$ cat src/design/igfr_pkg.sv
// igfr_pkg: shared types and constants for the idle-gap frame and ring receiver
// holds the input item, result item and status types and the register indexes
// no dependencies
package igfr_pkg;

  typedef enum logic [1:0] {
    ACT_BYTE  = 2'd0,
    ACT_ERROR = 2'd1,
    ACT_TICK  = 2'd2,
    ACT_DRAIN = 2'd3
  } action_e;

  localparam int unsigned CFG_IDX_W  = 1;
  localparam int unsigned CFG_DATA_W = 16;

  localparam logic [CFG_IDX_W-1:0] REG_STREAM_MODE = 1'b0;
  localparam logic [CFG_IDX_W-1:0] REG_IDLE_LIMIT  = 1'b1;

  localparam logic [15:0] IDLE_LIMIT_RST = 16'd5;

  // result queue in the back end
  localparam int unsigned OQ_DEPTH = 4;
  localparam int unsigned OQ_AW    = $clog2(OQ_DEPTH);
  localparam int unsigned OQ_CW    = $clog2(OQ_DEPTH + 1);

  typedef struct packed {
    action_e     action;
    logic [7:0]  data_in;
  } in_item_t;

  typedef struct packed {
    logic        frame_pending;
    logic [31:0] rx_total;
    logic [31:0] error_total;
    logic [15:0] overflow_total;
  } status_t;

  typedef struct packed {
    logic [7:0]  data_byte;
    logic        data_valid;
    logic        last;
    logic        frame_pending;
    logic [31:0] rx_total;
    logic [31:0] error_total;
    logic [15:0] overflow_total;
  } result_t;

endpackage

$ cat src/design/igfr_front.sv
// igfr_front: accepts input items and configuration writes, keeps framing,
// ring and counter state, writes bytes to the store and issues emit jobs
// depends on igfr_pkg
module igfr_front #(
  parameter int unsigned BUF_DEPTH = 64,
  parameter int unsigned AW        = $clog2(BUF_DEPTH),
  parameter int unsigned CW        = $clog2(BUF_DEPTH + 1)
) (
  input  logic                                clk_i,
  input  logic                                rst_ni,
  input  logic                                cfg_we_i,
  input  logic [igfr_pkg::CFG_IDX_W-1:0]      cfg_idx_i,
  input  logic [igfr_pkg::CFG_DATA_W-1:0]     cfg_data_i,
  input  logic                                push,
  output logic                                full,
  input  igfr_pkg::in_item_t                  in_item_i,
  input  logic                                job_full_i,
  input  logic                                drain_done_i,
  output logic                                job_push_o,
  output logic [AW-1:0]                       job_start_o,
  output logic [CW-1:0]                       job_count_o,
  output igfr_pkg::status_t                   job_stat_o,
  output logic                                wr_en_o,
  output logic [AW-1:0]                       wr_addr_o,
  output logic [7:0]                          wr_data_o
);
  import igfr_pkg::*;

  localparam logic [CW-1:0] DEPTH_C  = CW'(BUF_DEPTH);
  localparam logic [AW-1:0] LAST_PTR = AW'(BUF_DEPTH - 1);

  logic          mode_q, mode_d;
  logic [15:0]   limit_q, limit_d;
  logic [CW-1:0] fill_q, fill_d;
  logic [15:0]   idle_q, idle_d;
  logic          pend_q, pend_d;
  logic [CW-1:0] plen_q, plen_d;
  logic [AW-1:0] head_q, head_d;
  logic [AW-1:0] tail_q, tail_d;
  logic [15:0]   ovf_q, ovf_d;
  logic [31:0]   rx_q, rx_d;
  logic [31:0]   err_q, err_d;
  logic          busy_q, busy_d;

  logic          accept;
  logic [AW-1:0] head_inc;
  logic [CW-1:0] head_ext, tail_ext;

  assign full      = job_full_i | busy_q;
  assign accept    = push & ~full;
  assign head_inc  = (head_q == LAST_PTR) ? '0 : head_q + 1'b1;
  assign head_ext  = CW'(head_q);
  assign tail_ext  = CW'(tail_q);
  assign wr_data_o = in_item_i.data_in;

  always_comb begin
    mode_d      = mode_q;
    limit_d     = limit_q;
    fill_d      = fill_q;
    idle_d      = idle_q;
    pend_d      = pend_q;
    plen_d      = plen_q;
    head_d      = head_q;
    tail_d      = tail_q;
    ovf_d       = ovf_q;
    rx_d        = rx_q;
    err_d       = err_q;
    busy_d      = busy_q;
    wr_en_o     = 1'b0;
    wr_addr_o   = head_q;
    job_start_o = '0;
    job_count_o = '0;

    if (drain_done_i) begin
      busy_d = 1'b0;
    end

    if (cfg_we_i) begin
      if (cfg_idx_i == REG_STREAM_MODE) begin
        mode_d = cfg_data_i[0];
        fill_d = '0;
        idle_d = '0;
        pend_d = 1'b0;
        plen_d = '0;
        head_d = '0;
        tail_d = '0;
        ovf_d  = '0;
      end else begin
        limit_d = cfg_data_i;
      end
    end else if (accept) begin
      case (in_item_i.action)
        ACT_BYTE: begin
          rx_d = rx_q + 32'd1;
          if (mode_q) begin
            if (head_inc == tail_q) begin
              ovf_d = ovf_q + 16'd1;
            end else begin
              wr_en_o   = 1'b1;
              wr_addr_o = head_q;
              head_d    = head_inc;
            end
          end else if (!pend_q) begin
            if (fill_q < DEPTH_C) begin
              wr_en_o   = 1'b1;
              wr_addr_o = fill_q[AW-1:0];
              fill_d    = fill_q + 1'b1;
              idle_d    = '0;
            end
            if (fill_d >= DEPTH_C && fill_d != '0) begin
              pend_d = 1'b1;
              plen_d = fill_d;
            end
          end
        end
        ACT_ERROR: begin
          err_d = err_q + 32'd1;
        end
        ACT_TICK: begin
          if (!mode_q && !pend_q && fill_q != '0) begin
            if (idle_q >= limit_q) begin
              pend_d = 1'b1;
              plen_d = fill_q;
            end else begin
              idle_d = idle_q + 16'd1;
            end
          end
        end
        ACT_DRAIN: begin
          if (mode_q) begin
            job_start_o = tail_q;
            job_count_o = (head_q >= tail_q) ? head_ext - tail_ext
                                             : head_ext + DEPTH_C - tail_ext;
            tail_d      = head_q;
          end else if (pend_q) begin
            job_start_o = '0;
            job_count_o = plen_q;
            fill_d      = '0;
            idle_d      = '0;
            pend_d      = 1'b0;
            plen_d      = '0;
            head_d      = '0;
            tail_d      = '0;
            ovf_d       = '0;
          end
          if (job_count_o != '0) begin
            busy_d = 1'b1;
          end
        end
        default: begin
        end
      endcase
    end
  end

  assign job_push_o = accept;
  assign job_stat_o = '{frame_pending:  pend_d,
                        rx_total:       rx_d,
                        error_total:    err_d,
                        overflow_total: ovf_d};

  always_ff @(posedge clk_i or negedge rst_ni) begin
    if (!rst_ni) begin
      mode_q  <= 1'b0;
      limit_q <= IDLE_LIMIT_RST;
      fill_q  <= '0;
      idle_q  <= '0;
      pend_q  <= 1'b0;
      plen_q  <= '0;
      head_q  <= '0;
      tail_q  <= '0;
      ovf_q   <= '0;
      rx_q    <= '0;
      err_q   <= '0;
      busy_q  <= 1'b0;
    end else begin
      mode_q  <= mode_d;
      limit_q <= limit_d;
      fill_q  <= fill_d;
      idle_q  <= idle_d;
      pend_q  <= pend_d;
      plen_q  <= plen_d;
      head_q  <= head_d;
      tail_q  <= tail_d;
      ovf_q   <= ovf_d;
      rx_q    <= rx_d;
      err_q   <= err_d;
      busy_q  <= busy_d;
    end
  end

endmodule

$ cat src/design/igfr_back.sv
// igfr_back: job queue, byte store, read sequencer and result queue
// turns each job into one or more result items, one store read per cycle while the result queue has room
// depends on igfr_pkg
module igfr_back #(
  parameter int unsigned BUF_DEPTH = 64,
  parameter int unsigned AW        = $clog2(BUF_DEPTH),
  parameter int unsigned CW        = $clog2(BUF_DEPTH + 1)
) (
  input  logic              clk_i,
  input  logic              rst_ni,
  input  logic              job_push_i,
  input  logic [AW-1:0]     job_start_i,
  input  logic [CW-1:0]     job_count_i,
  input  igfr_pkg::status_t job_stat_i,
  output logic              job_full_o,
  output logic              drain_done_o,
  input  logic              wr_en_i,
  input  logic [AW-1:0]     wr_addr_i,
  input  logic [7:0]        wr_data_i,
  output logic              empty,
  input  logic              pop,
  output igfr_pkg::result_t result_o
);
  import igfr_pkg::*;

  localparam logic [AW-1:0] LAST_PTR = AW'(BUF_DEPTH - 1);

  // job queue, two entries
  logic [AW-1:0] jq_start [2];
  logic [CW-1:0] jq_count [2];
  status_t       jq_stat  [2];
  logic          jq_wp_q, jq_rp_q;
  logic [1:0]    jq_cnt_q;
  logic          jq_pop;

  // sequencer
  logic          act_q;
  logic [AW-1:0] addr_q;
  logic [CW-1:0] rem_q;
  status_t       stat_q;
  logic          issue;

  // store and read stage
  logic [7:0]    mem [BUF_DEPTH];
  logic [7:0]    rd_data_q;
  logic          infl_q;
  logic          meta_valid_q, meta_last_q;
  status_t       meta_stat_q;

  // result queue
  result_t          oq [OQ_DEPTH];
  logic [OQ_AW-1:0] oq_wp_q, oq_rp_q;
  logic [OQ_CW-1:0] oq_cnt_q;
  logic             oq_pop;

  assign job_full_o   = (jq_cnt_q == 2'd2);
  assign jq_pop       = ~act_q & (jq_cnt_q != 2'd0);
  assign issue        = act_q &
                        ((OQ_CW + 1)'(oq_cnt_q) + (OQ_CW + 1)'(infl_q) <
                         (OQ_CW + 1)'(OQ_DEPTH));
  assign drain_done_o = issue & (rem_q == CW'(1));
  assign empty        = (oq_cnt_q == '0);
  assign oq_pop       = pop & ~empty;
  assign result_o     = oq[oq_rp_q];

  always_ff @(posedge clk_i or negedge rst_ni) begin
    if (!rst_ni) begin
      jq_wp_q  <= 1'b0;
      jq_rp_q  <= 1'b0;
      jq_cnt_q <= 2'd0;
      act_q    <= 1'b0;
      addr_q   <= '0;
      rem_q    <= '0;
      infl_q   <= 1'b0;
      oq_wp_q  <= '0;
      oq_rp_q  <= '0;
      oq_cnt_q <= '0;
    end else begin
      if (job_push_i) begin
        jq_wp_q <= ~jq_wp_q;
      end
      if (jq_pop) begin
        jq_rp_q <= ~jq_rp_q;
      end
      jq_cnt_q <= jq_cnt_q + 2'(job_push_i) - 2'(jq_pop);

      if (jq_pop) begin
        act_q  <= 1'b1;
        addr_q <= jq_start[jq_rp_q];
        rem_q  <= jq_count[jq_rp_q];
      end else if (issue) begin
        if (rem_q <= CW'(1)) begin
          act_q <= 1'b0;
        end else begin
          rem_q  <= rem_q - 1'b1;
          addr_q <= (addr_q == LAST_PTR) ? '0 : addr_q + 1'b1;
        end
      end

      infl_q <= issue;

      if (infl_q) begin
        oq_wp_q <= oq_wp_q + 1'b1;
      end
      if (oq_pop) begin
        oq_rp_q <= oq_rp_q + 1'b1;
      end
      oq_cnt_q <= oq_cnt_q + OQ_CW'(infl_q) - OQ_CW'(oq_pop);
    end
  end

  always_ff @(posedge clk_i) begin
    if (job_push_i) begin
      jq_start[jq_wp_q] <= job_start_i;
      jq_count[jq_wp_q] <= job_count_i;
      jq_stat[jq_wp_q]  <= job_stat_i;
    end
    if (jq_pop) begin
      stat_q <= jq_stat[jq_rp_q];
    end
    if (wr_en_i) begin
      mem[wr_addr_i] <= wr_data_i;
    end
    if (issue) begin
      rd_data_q    <= mem[addr_q];
      meta_valid_q <= (rem_q != '0);
      meta_last_q  <= (rem_q <= CW'(1));
      meta_stat_q  <= stat_q;
    end
    if (infl_q) begin
      oq[oq_wp_q] <= '{data_byte:      meta_valid_q ? rd_data_q : 8'd0,
                       data_valid:     meta_valid_q,
                       last:           meta_last_q,
                       frame_pending:  meta_stat_q.frame_pending,
                       rx_total:       meta_stat_q.rx_total,
                       error_total:    meta_stat_q.error_total,
                       overflow_total: meta_stat_q.overflow_total};
    end
  end

endmodule

$ cat src/design/idle_gap_frame_and_ring_receiver_core.sv
// flow: each item's job is loaded from a two-entry job queue, which takes bursts, and is then read
// out of the store result by result while the result queue has room; no new item is taken during
// a drain of bytes until the last byte of that drain has been read
// reset: counters, framing and ring state clear, idle limit is 5, frame mode; store contents
// stay undefined until written
module idle_gap_frame_and_ring_receiver_core #(
  parameter int unsigned BUF_DEPTH = 64
) (
  input  logic                            clk_i,
  input  logic                            rst_ni,
  input  logic                            cfg_we_i,
  input  logic [igfr_pkg::CFG_IDX_W-1:0]  cfg_idx_i,
  input  logic [igfr_pkg::CFG_DATA_W-1:0] cfg_data_i,
  input  logic                            push,
  output logic                            full,
  input  igfr_pkg::in_item_t              in_item_i,
  output logic                            empty,
  input  logic                            pop,
  output igfr_pkg::result_t               result_o
);
  import igfr_pkg::*;

  localparam int unsigned AW = $clog2(BUF_DEPTH);
  localparam int unsigned CW = $clog2(BUF_DEPTH + 1);

  logic          job_push, job_full, drain_done;
  logic [AW-1:0] job_start;
  logic [CW-1:0] job_count;
  status_t       job_stat;
  logic          wr_en;
  logic [AW-1:0] wr_addr;
  logic [7:0]    wr_data;

  igfr_front #(
    .BUF_DEPTH (BUF_DEPTH),
    .AW        (AW),
    .CW        (CW)
  ) u_front (
    .clk_i        (clk_i),
    .rst_ni       (rst_ni),
    .cfg_we_i     (cfg_we_i),
    .cfg_idx_i    (cfg_idx_i),
    .cfg_data_i   (cfg_data_i),
    .push         (push),
    .full         (full),
    .in_item_i    (in_item_i),
    .job_full_i   (job_full),
    .drain_done_i (drain_done),
    .job_push_o   (job_push),
    .job_start_o  (job_start),
    .job_count_o  (job_count),
    .job_stat_o   (job_stat),
    .wr_en_o      (wr_en),
    .wr_addr_o    (wr_addr),
    .wr_data_o    (wr_data)
  );

  igfr_back #(
    .BUF_DEPTH (BUF_DEPTH),
    .AW        (AW),
    .CW        (CW)
  ) u_back (
    .clk_i        (clk_i),
    .rst_ni       (rst_ni),
    .job_push_i   (job_push),
    .job_start_i  (job_start),
    .job_count_i  (job_count),
    .job_stat_i   (job_stat),
    .job_full_o   (job_full),
    .drain_done_o (drain_done),
    .wr_en_i      (wr_en),
    .wr_addr_i    (wr_addr),
    .wr_data_i    (wr_data),
    .empty        (empty),
    .pop          (pop),
    .result_o     (result_o)
  );

endmodule

$ cat config.mk
export PLATFORM = sky130hd
export DESIGN_NAME = idle_gap_frame_and_ring_receiver_core
export DESIGN_NICKNAME = d
export VERILOG_FILES = /design/src/design/igfr_pkg.sv /design/src/design/igfr_front.sv /design/src/design/igfr_back.sv /design/src/design/idle_gap_frame_and_ring_receiver_core.sv
export SDC_FILE = /design/constraint.sdc
export NUM_CORES = 1
export LEC_CHECK = 0
export BUFFER_PORTS_ARGS = -buffer_cell sky130_fd_sc_hd__buf_2
export CAP_MARGIN = 20
export CORE_MARGIN = 3
export CORE_UTILIZATION = 30
export DETAILED_ROUTE_END_ITERATION = 7
export GPL_ROUTABILITY_DRIVEN = 0
export PLACE_DENSITY_LB_ADDON = 0.2
export SETUP_SLACK_MARGIN = 0.4
export SYNTH_ARGS = -nofsm -noshare
export SYNTH_HDL_FRONTEND = slang
export SYNTH_SLANG_ARGS = --single-unit
$ cat constraint.sdc
create_clock -name clk_i -period 5.9 [get_ports clk_i]
set_input_delay 0.885 -clock clk_i [delete_from_list [all_inputs] [get_ports clk_i]]
set_output_delay 0.885 -clock clk_i [all_outputs]
set_load 0.02 [all_outputs]
* Word-level counts from Yosys, hierarchy flattened *
Memories as Yosys holds them, arrays and structs flattened. A register that Yosys moved wholly into a read port is not among the register bits.
Cells that the tools add are included.

storage, ports and cells
  flip-flop bits (word level) = 250
  bits of input ports = 32
  memories = 5
  output and inout bits = 93
  bits in writable memories = 1064
  logic and storage cells = 236

memories
  memory           words  bits a word  rd ports  clocked after Yosys merged registers in  wr ports  line             source
  u_back.mem       64     8            1         1                                        1         igfr_back.sv:44  logic [7:0] mem [BUF_DEPTH];
  u_back.oq        4      91           1         0                                        1         igfr_back.sv:51  result_t oq [OQ_DEPTH];
  u_back.jq_stat   2      81           1         1                                        1         igfr_back.sv:31  status_t jq_stat [2];
  u_back.jq_count  2      7            1         0                                        1         igfr_back.sv:30  logic [CW-1:0] jq_count [2];
  u_back.jq_start  2      6            1         0                                        1         igfr_back.sv:29  logic [AW-1:0] jq_start [2];

operators by class
  equality and inequality tests = 21
  add/subtract/negate cells = 18
  muxes and demuxes = 118
  bitwise gates (word level) = 12
  reduce and logical (&&, ||, !) cells = 28
  magnitude comparators = 6

operators by type and width
  cell                     count
  $mux W16                 17
  $mux W7                  32
  $mux W32                 6
  $mux W6                  26
  $add A32 B1 Y32 const B  2
  $pmux W16 S3             1
  $add A16 B1 Y16 const B  2
  $pmux W16 S2             1
  $mux W1                  30
  $reduce_bool A7 Y1       4
  $pmux W7 S3              1
  $reduce_and A10 Y1       2
  $ne A3 B2 Y1 const B     6
  $ge A16 B16 Y1           1
  $ne A3 B3 Y1 const B     5
  $pmux W7 S2              1
  $reduce_and A7 Y1        2
  $add A6 B1 Y6 const B    2
  $eq A6 B6 Y1 const B     2
  $pmux W6 S2              1
  $reduce_bool A2 Y1       5
  $mux W8                  1
  $reduce_and A2 Y1        4
  $add A6 B7 Y7 const B    1
  32 further kinds         48

* Logic depth before layout (Yosys ltp) *
  depth after elaboration = 15
  gate-level depth with buffers = 11
  mapped depth without buffers = 10

* Modules after synthesis *
From an unflattened synthesis, not the netlist that was laid out.

second synthesis, totals
  cell total of the unflattened synthesis = 3015
  area, all modules = 54687.4 um^2

modules (own cells, without submodules)
  module      area each (um^2)  seq. area each (um^2)  cells each  times used
  igfr_back   46550.9           37766.2                2142        1
  igfr_front  8136.6            3530.9                 873         1

* Worst setup path after synthesis *
Ideal clock, no wire load.

  kind = input -> register
  from = input port push
  to = memory u_back.jq_count[0][0] (netlist bit), enable pin
  setup time = 0.548 ns
  arrival time = 5.363 ns
  setup slack = -0.011 ns
  data required time = 5.352 ns
  stages = 4
  path buffers = 1
  cell sequence = nor2b_1 > nand2_1 > buf_1 > nor2_1

on the way
  longest elaborated chain between the ends = 3

RTL lines
  item                           line                                         source
  start, declared                idle_gap_frame_and_ring_receiver_core.sv:14  input logic push,
  $and A1 B1 Y1                  igfr_front.sv:50                             assign accept = push & ~full;
  $mux W1                        igfr_back.sv:113                             if (job_push_i) begin
  $mux W1 (implied by the code)  igfr_back.sv:115                             jq_count[jq_wp_q] <= job_count_i;
  end, declared                  igfr_back.sv:30

Every way passes these cells.

* Final worst setup path *
  from = register u_back.jq_cnt_q[1]
  to = memory u_back.mem[51][7], enable pin

on the way
  longest elaborated chain between the ends = 8
  elaborated cells on any way between the ends = 10
  those cells by class = 1 x eq/ne; 6 x mux; 3 x bitwise

RTL lines
  item                           line              source
  start, declared                igfr_back.sv:33   logic [1:0] jq_cnt_q;
  start signal, assigned         igfr_back.sv:85   jq_cnt_q <= jq_cnt_q + 2'(job_push_i) - 2'(jq_pop);
  $eq A2 B2 Y1 *                 igfr_back.sv:56   assign job_full_o = (jq_cnt_q == 2'd2);
  $or A1 B1 Y1 *                 igfr_front.sv:49  assign full = job_full_i | busy_q;
  $not A1 Y1 *                   igfr_front.sv:50
  $and A1 B1 Y1 *                igfr_front.sv:50
  $mux W1                        igfr_front.sv:91  end else if (accept) begin
  $mux W1                        igfr_front.sv:78  if (cfg_we_i) begin
  $mux W1                        igfr_back.sv:121  if (wr_en_i) begin
  $mux W1 (implied by the code)  igfr_back.sv:122  mem[wr_addr_i] <= wr_data_i;
  end, declared                  igfr_back.sv:44

Mark *: on every way between the ends. The rest lies on a longest branch, timed or not.

==> flow_summary_export.csv <==
group,metric,value,unit
placement,port_buffers,124,
final_layout,utilization,0.349,
power,peakVddDrop,0.218,mV
cts,postCtsResizedCells,0,
global_route,grt_usage,0.134,
logic_synthesis,async_flop_share,0.119,
final_layout,nFillCells,16810,
cts,htreeDepth,4,
timing,setup_viol_count_final,0,
floorplanning,io_pins,125,
final_layout,fin_nets,3108,
timing,max_slew_margin,0.243,
floorplanning,die_h,433,um
cts,clockBufferDepth,3,
logic_synthesis,synth_seq_cells,1403,
final_layout,mostFrequentLayoutCell,"edfxtp_1",
hold_path,min_path_type,"primary input to asynchronous set/reset pin",
power,power_leakage,21.3,nW
power,power.density,343,mW/mm^2
logic_synthesis,synth_cell_types,80,
job,cap_viol_max_count,0,
cts,cts_tree,"yes",
floorplanning,core,0.181,mm^2
setup_path,cp.arrival,4.41,ns
logic_synthesis,synth_fp_nets,2923,
cts,post_cts_buffers,0,
final_layout,multi_input_area,0.0126,mm^2
setup_path,required,6.26,ns
timing,rsz0062_at_grt,"false",
setup_path,end_kind,"flip-flop",
setup_path,r2r-start,"u_back.jq_cnt_q[1]$_DFF_PN0_",
global_route,grt_pass1_vias,27634,
timing,finalHoldViolCount,0,
timing,finalCritPeriodShare,0.687,
cts,clk_pin_slew_worst_paths,0.06,ns
power,p_total,21.7,mW
global_route,grt_pass1_wl,188,mm
setup_path,reg2reg_depth,6,
logic_synthesis,seq_area_frac_synth,0.756,
cts,ctsHoldBuffers,0,
final_layout,areaGrowthSynthToFinish,15.6,%
global_route,grt_max_degree,110,
logic_synthesis,yosys_warnings,0,
logic_synthesis,synth_edf_count,1236,
timing,tightest_slew,1.13,ns
setup_path,critical_path_class,"flip-flop to flip-flop",
setup_path,ff2ff_setup_slack,1.84,ns
cts,clock-root-buffer,"clkbuf_16",
logic_synthesis,avgSynthCellArea,19.2,um^2
route,ant_nets,0,
route,vias,26304,
final_layout,final_cell_mix,"edfxtp_1 (1236), mux4_2 (251), dfrtp_1 (159)",
setup_path,slowest_stage,"nor2_1",
global_route,antenna_found_initial,8,
status,outcome,"finished clean",
setup_path,start_kind,"flip-flop",
timing,finClkSkew,0.0589,ns
timing,slew_viol_final,0,
cts,clkSinkCount,1403,
final_layout,drive_above_1_share,0.242,
global_route,grt-ovfl-total,0,
logic_synthesis,syn_area,0.0547,mm^2
final_layout,seq_area,0.0413,mm^2
logic_synthesis,synth_ff_type,"edfxtp_1",
cts,clock_latency,0.78,ns
timing,setup_tns,0,ns
logic_synthesis,syn_inst,2844,
setup_path,worst-path-max-fanout,12,
floorplanning,start_util,0.302,
floorplanning,die_area,0.187,mm^2
route,firstDrtPassIters,5,
timing,fmax,0.247,GHz
route,drc_errors,0,
route,drt-initial-drc-count,1725,
setup_path,path_cells,"nand2b_1 > and4_1 > nand3b_1 > mux2i_1 > nand2_1 > nor2_1",
route,wl_per_cell,22.6,um
placement,dpl.hpwl,75.7,mm
floorplanning,die_w,433,um
setup_path,slowest_delay,0.76,ns
setup_path,r2r-end,"u_back.mem[51][7]$_DFFE_PP_",
timing,fin_crit,4.06,ns
route,viasPerCell,4.76,
cts,numCtsBuffers,153,
floorplanning,rows,156,
route,wl,125,mm
worst max path at each step:
stage                                        from                               to  slack (ns)  cells past startpoint
finish               u_back.jq_cnt_q[1]$_DFF_PN0_      u_back.mem[51][7]$_DFFE_PP_        1.84                      6
floorplan                                    push  u_back.jq_count[0][0]$_DFFE_PP_        1.58                      4
global placement                     in_item_i[8]       u_back.mem[2][5]$_DFFE_PP_        1.17                      8
global route        u_front.head_q[1]$_DFFE_PN0P_      u_back.mem[27][5]$_DFFE_PP_        1.54                      7
CTS                 u_back.oq_rp_q[0]$_DFFE_PN0P_                     result_o[49]        1.70                      3
detailed placement                   in_item_i[8]       u_back.mem[8][5]$_DFFE_PP_        1.02                      8
kinds of logic (layout without fill, tap and decap cells):
logic type	count (synthesis)	in the layout	synth area share
compound gates	235	235	0.0303
xor+xnor	79	79	0.0127
fa+ha+maj	47	47	0.0110
buf+inv	185	498	0.0137
flops	1403	1403	0.756
mux	377	377	0.129
other cells	0	2	0
simple gates	518	518	0.0478
final cells by class:
type                    count  area share
inverters                  61     0.00370
repair buffers            154      0.0148
clock buffers             199      0.0643
flip-flops and latches   1403       0.654
clock inverters            84      0.0163
multi-input cells        1256       0.200
diodes                      2   0.0000792
well taps                2370      0.0469
flip-flops by register name, summed over array words and instances (netlist names), 16 cells and up:
register            flops
u_back.oq             364
u_front.err_q          32
u_back.meta_stat_q     81
u_front.ovf_q          16
u_back.jq_stat        162
u_front.rx_q           32
u_back.mem            512
u_back.stat_q          81
u_front.limit_q        16
u_front.idle_q         16
per-layer routing:
| metal | global-route usage | vias up | routed length, um |
|---|---|---|---|
| li1 | - | 11824 | - |
| met1 | 0.180 | 13725 | 55100 |
| met2 | 0.220 | 571 | 61000 |
| met3 | 0.0286 | 178 | 5960 |
| met4 | 0.0357 | 6 | 2630 |
| met5 | 0 | - | 49 |
worst max-delay path: cells and delay by family (launching register included):
family	cells	cell delay (ns)
flops	1	0.42
mux	1	0.48
simple gates	5	2.72
power breakdown:
part           internal, mW  switching [mW]
clock network          5.51            4.02
logic                 0.457           0.713
registers              10.8           0.206
total                  16.7            4.94
cells in the mapped netlist, types with 41 or more instances:
cell type  instances  area (um^2)
edfxtp_1        1236        37100
mux4_2           251         5650
dfrtp_1          165         4130
nand2_1          125          469
nor2_1           121          454
mux2_2           107         1200
clkbuf_1          68          255
nand3_1           67          335
xnor2_1           61          534
inv_1             60          225
ha_1              45          563
o21ai_0           41          205
per-stage QoR:
stage	setup WS [ns]	hold WS [ns]	instances	cell area [um^2]
finish	1.84	0.0814	5529	63200
global route	1.54	0.0603	5528	63200
CTS	1.70	0.0572	5527	63200
detailed placement	1.02	0.405	5244	58100
global placement	1.17	0.401	5244	58100
floorplan	1.58	0.400	2844	54700
No activity file was read; power rests on OpenSTA's default activity.
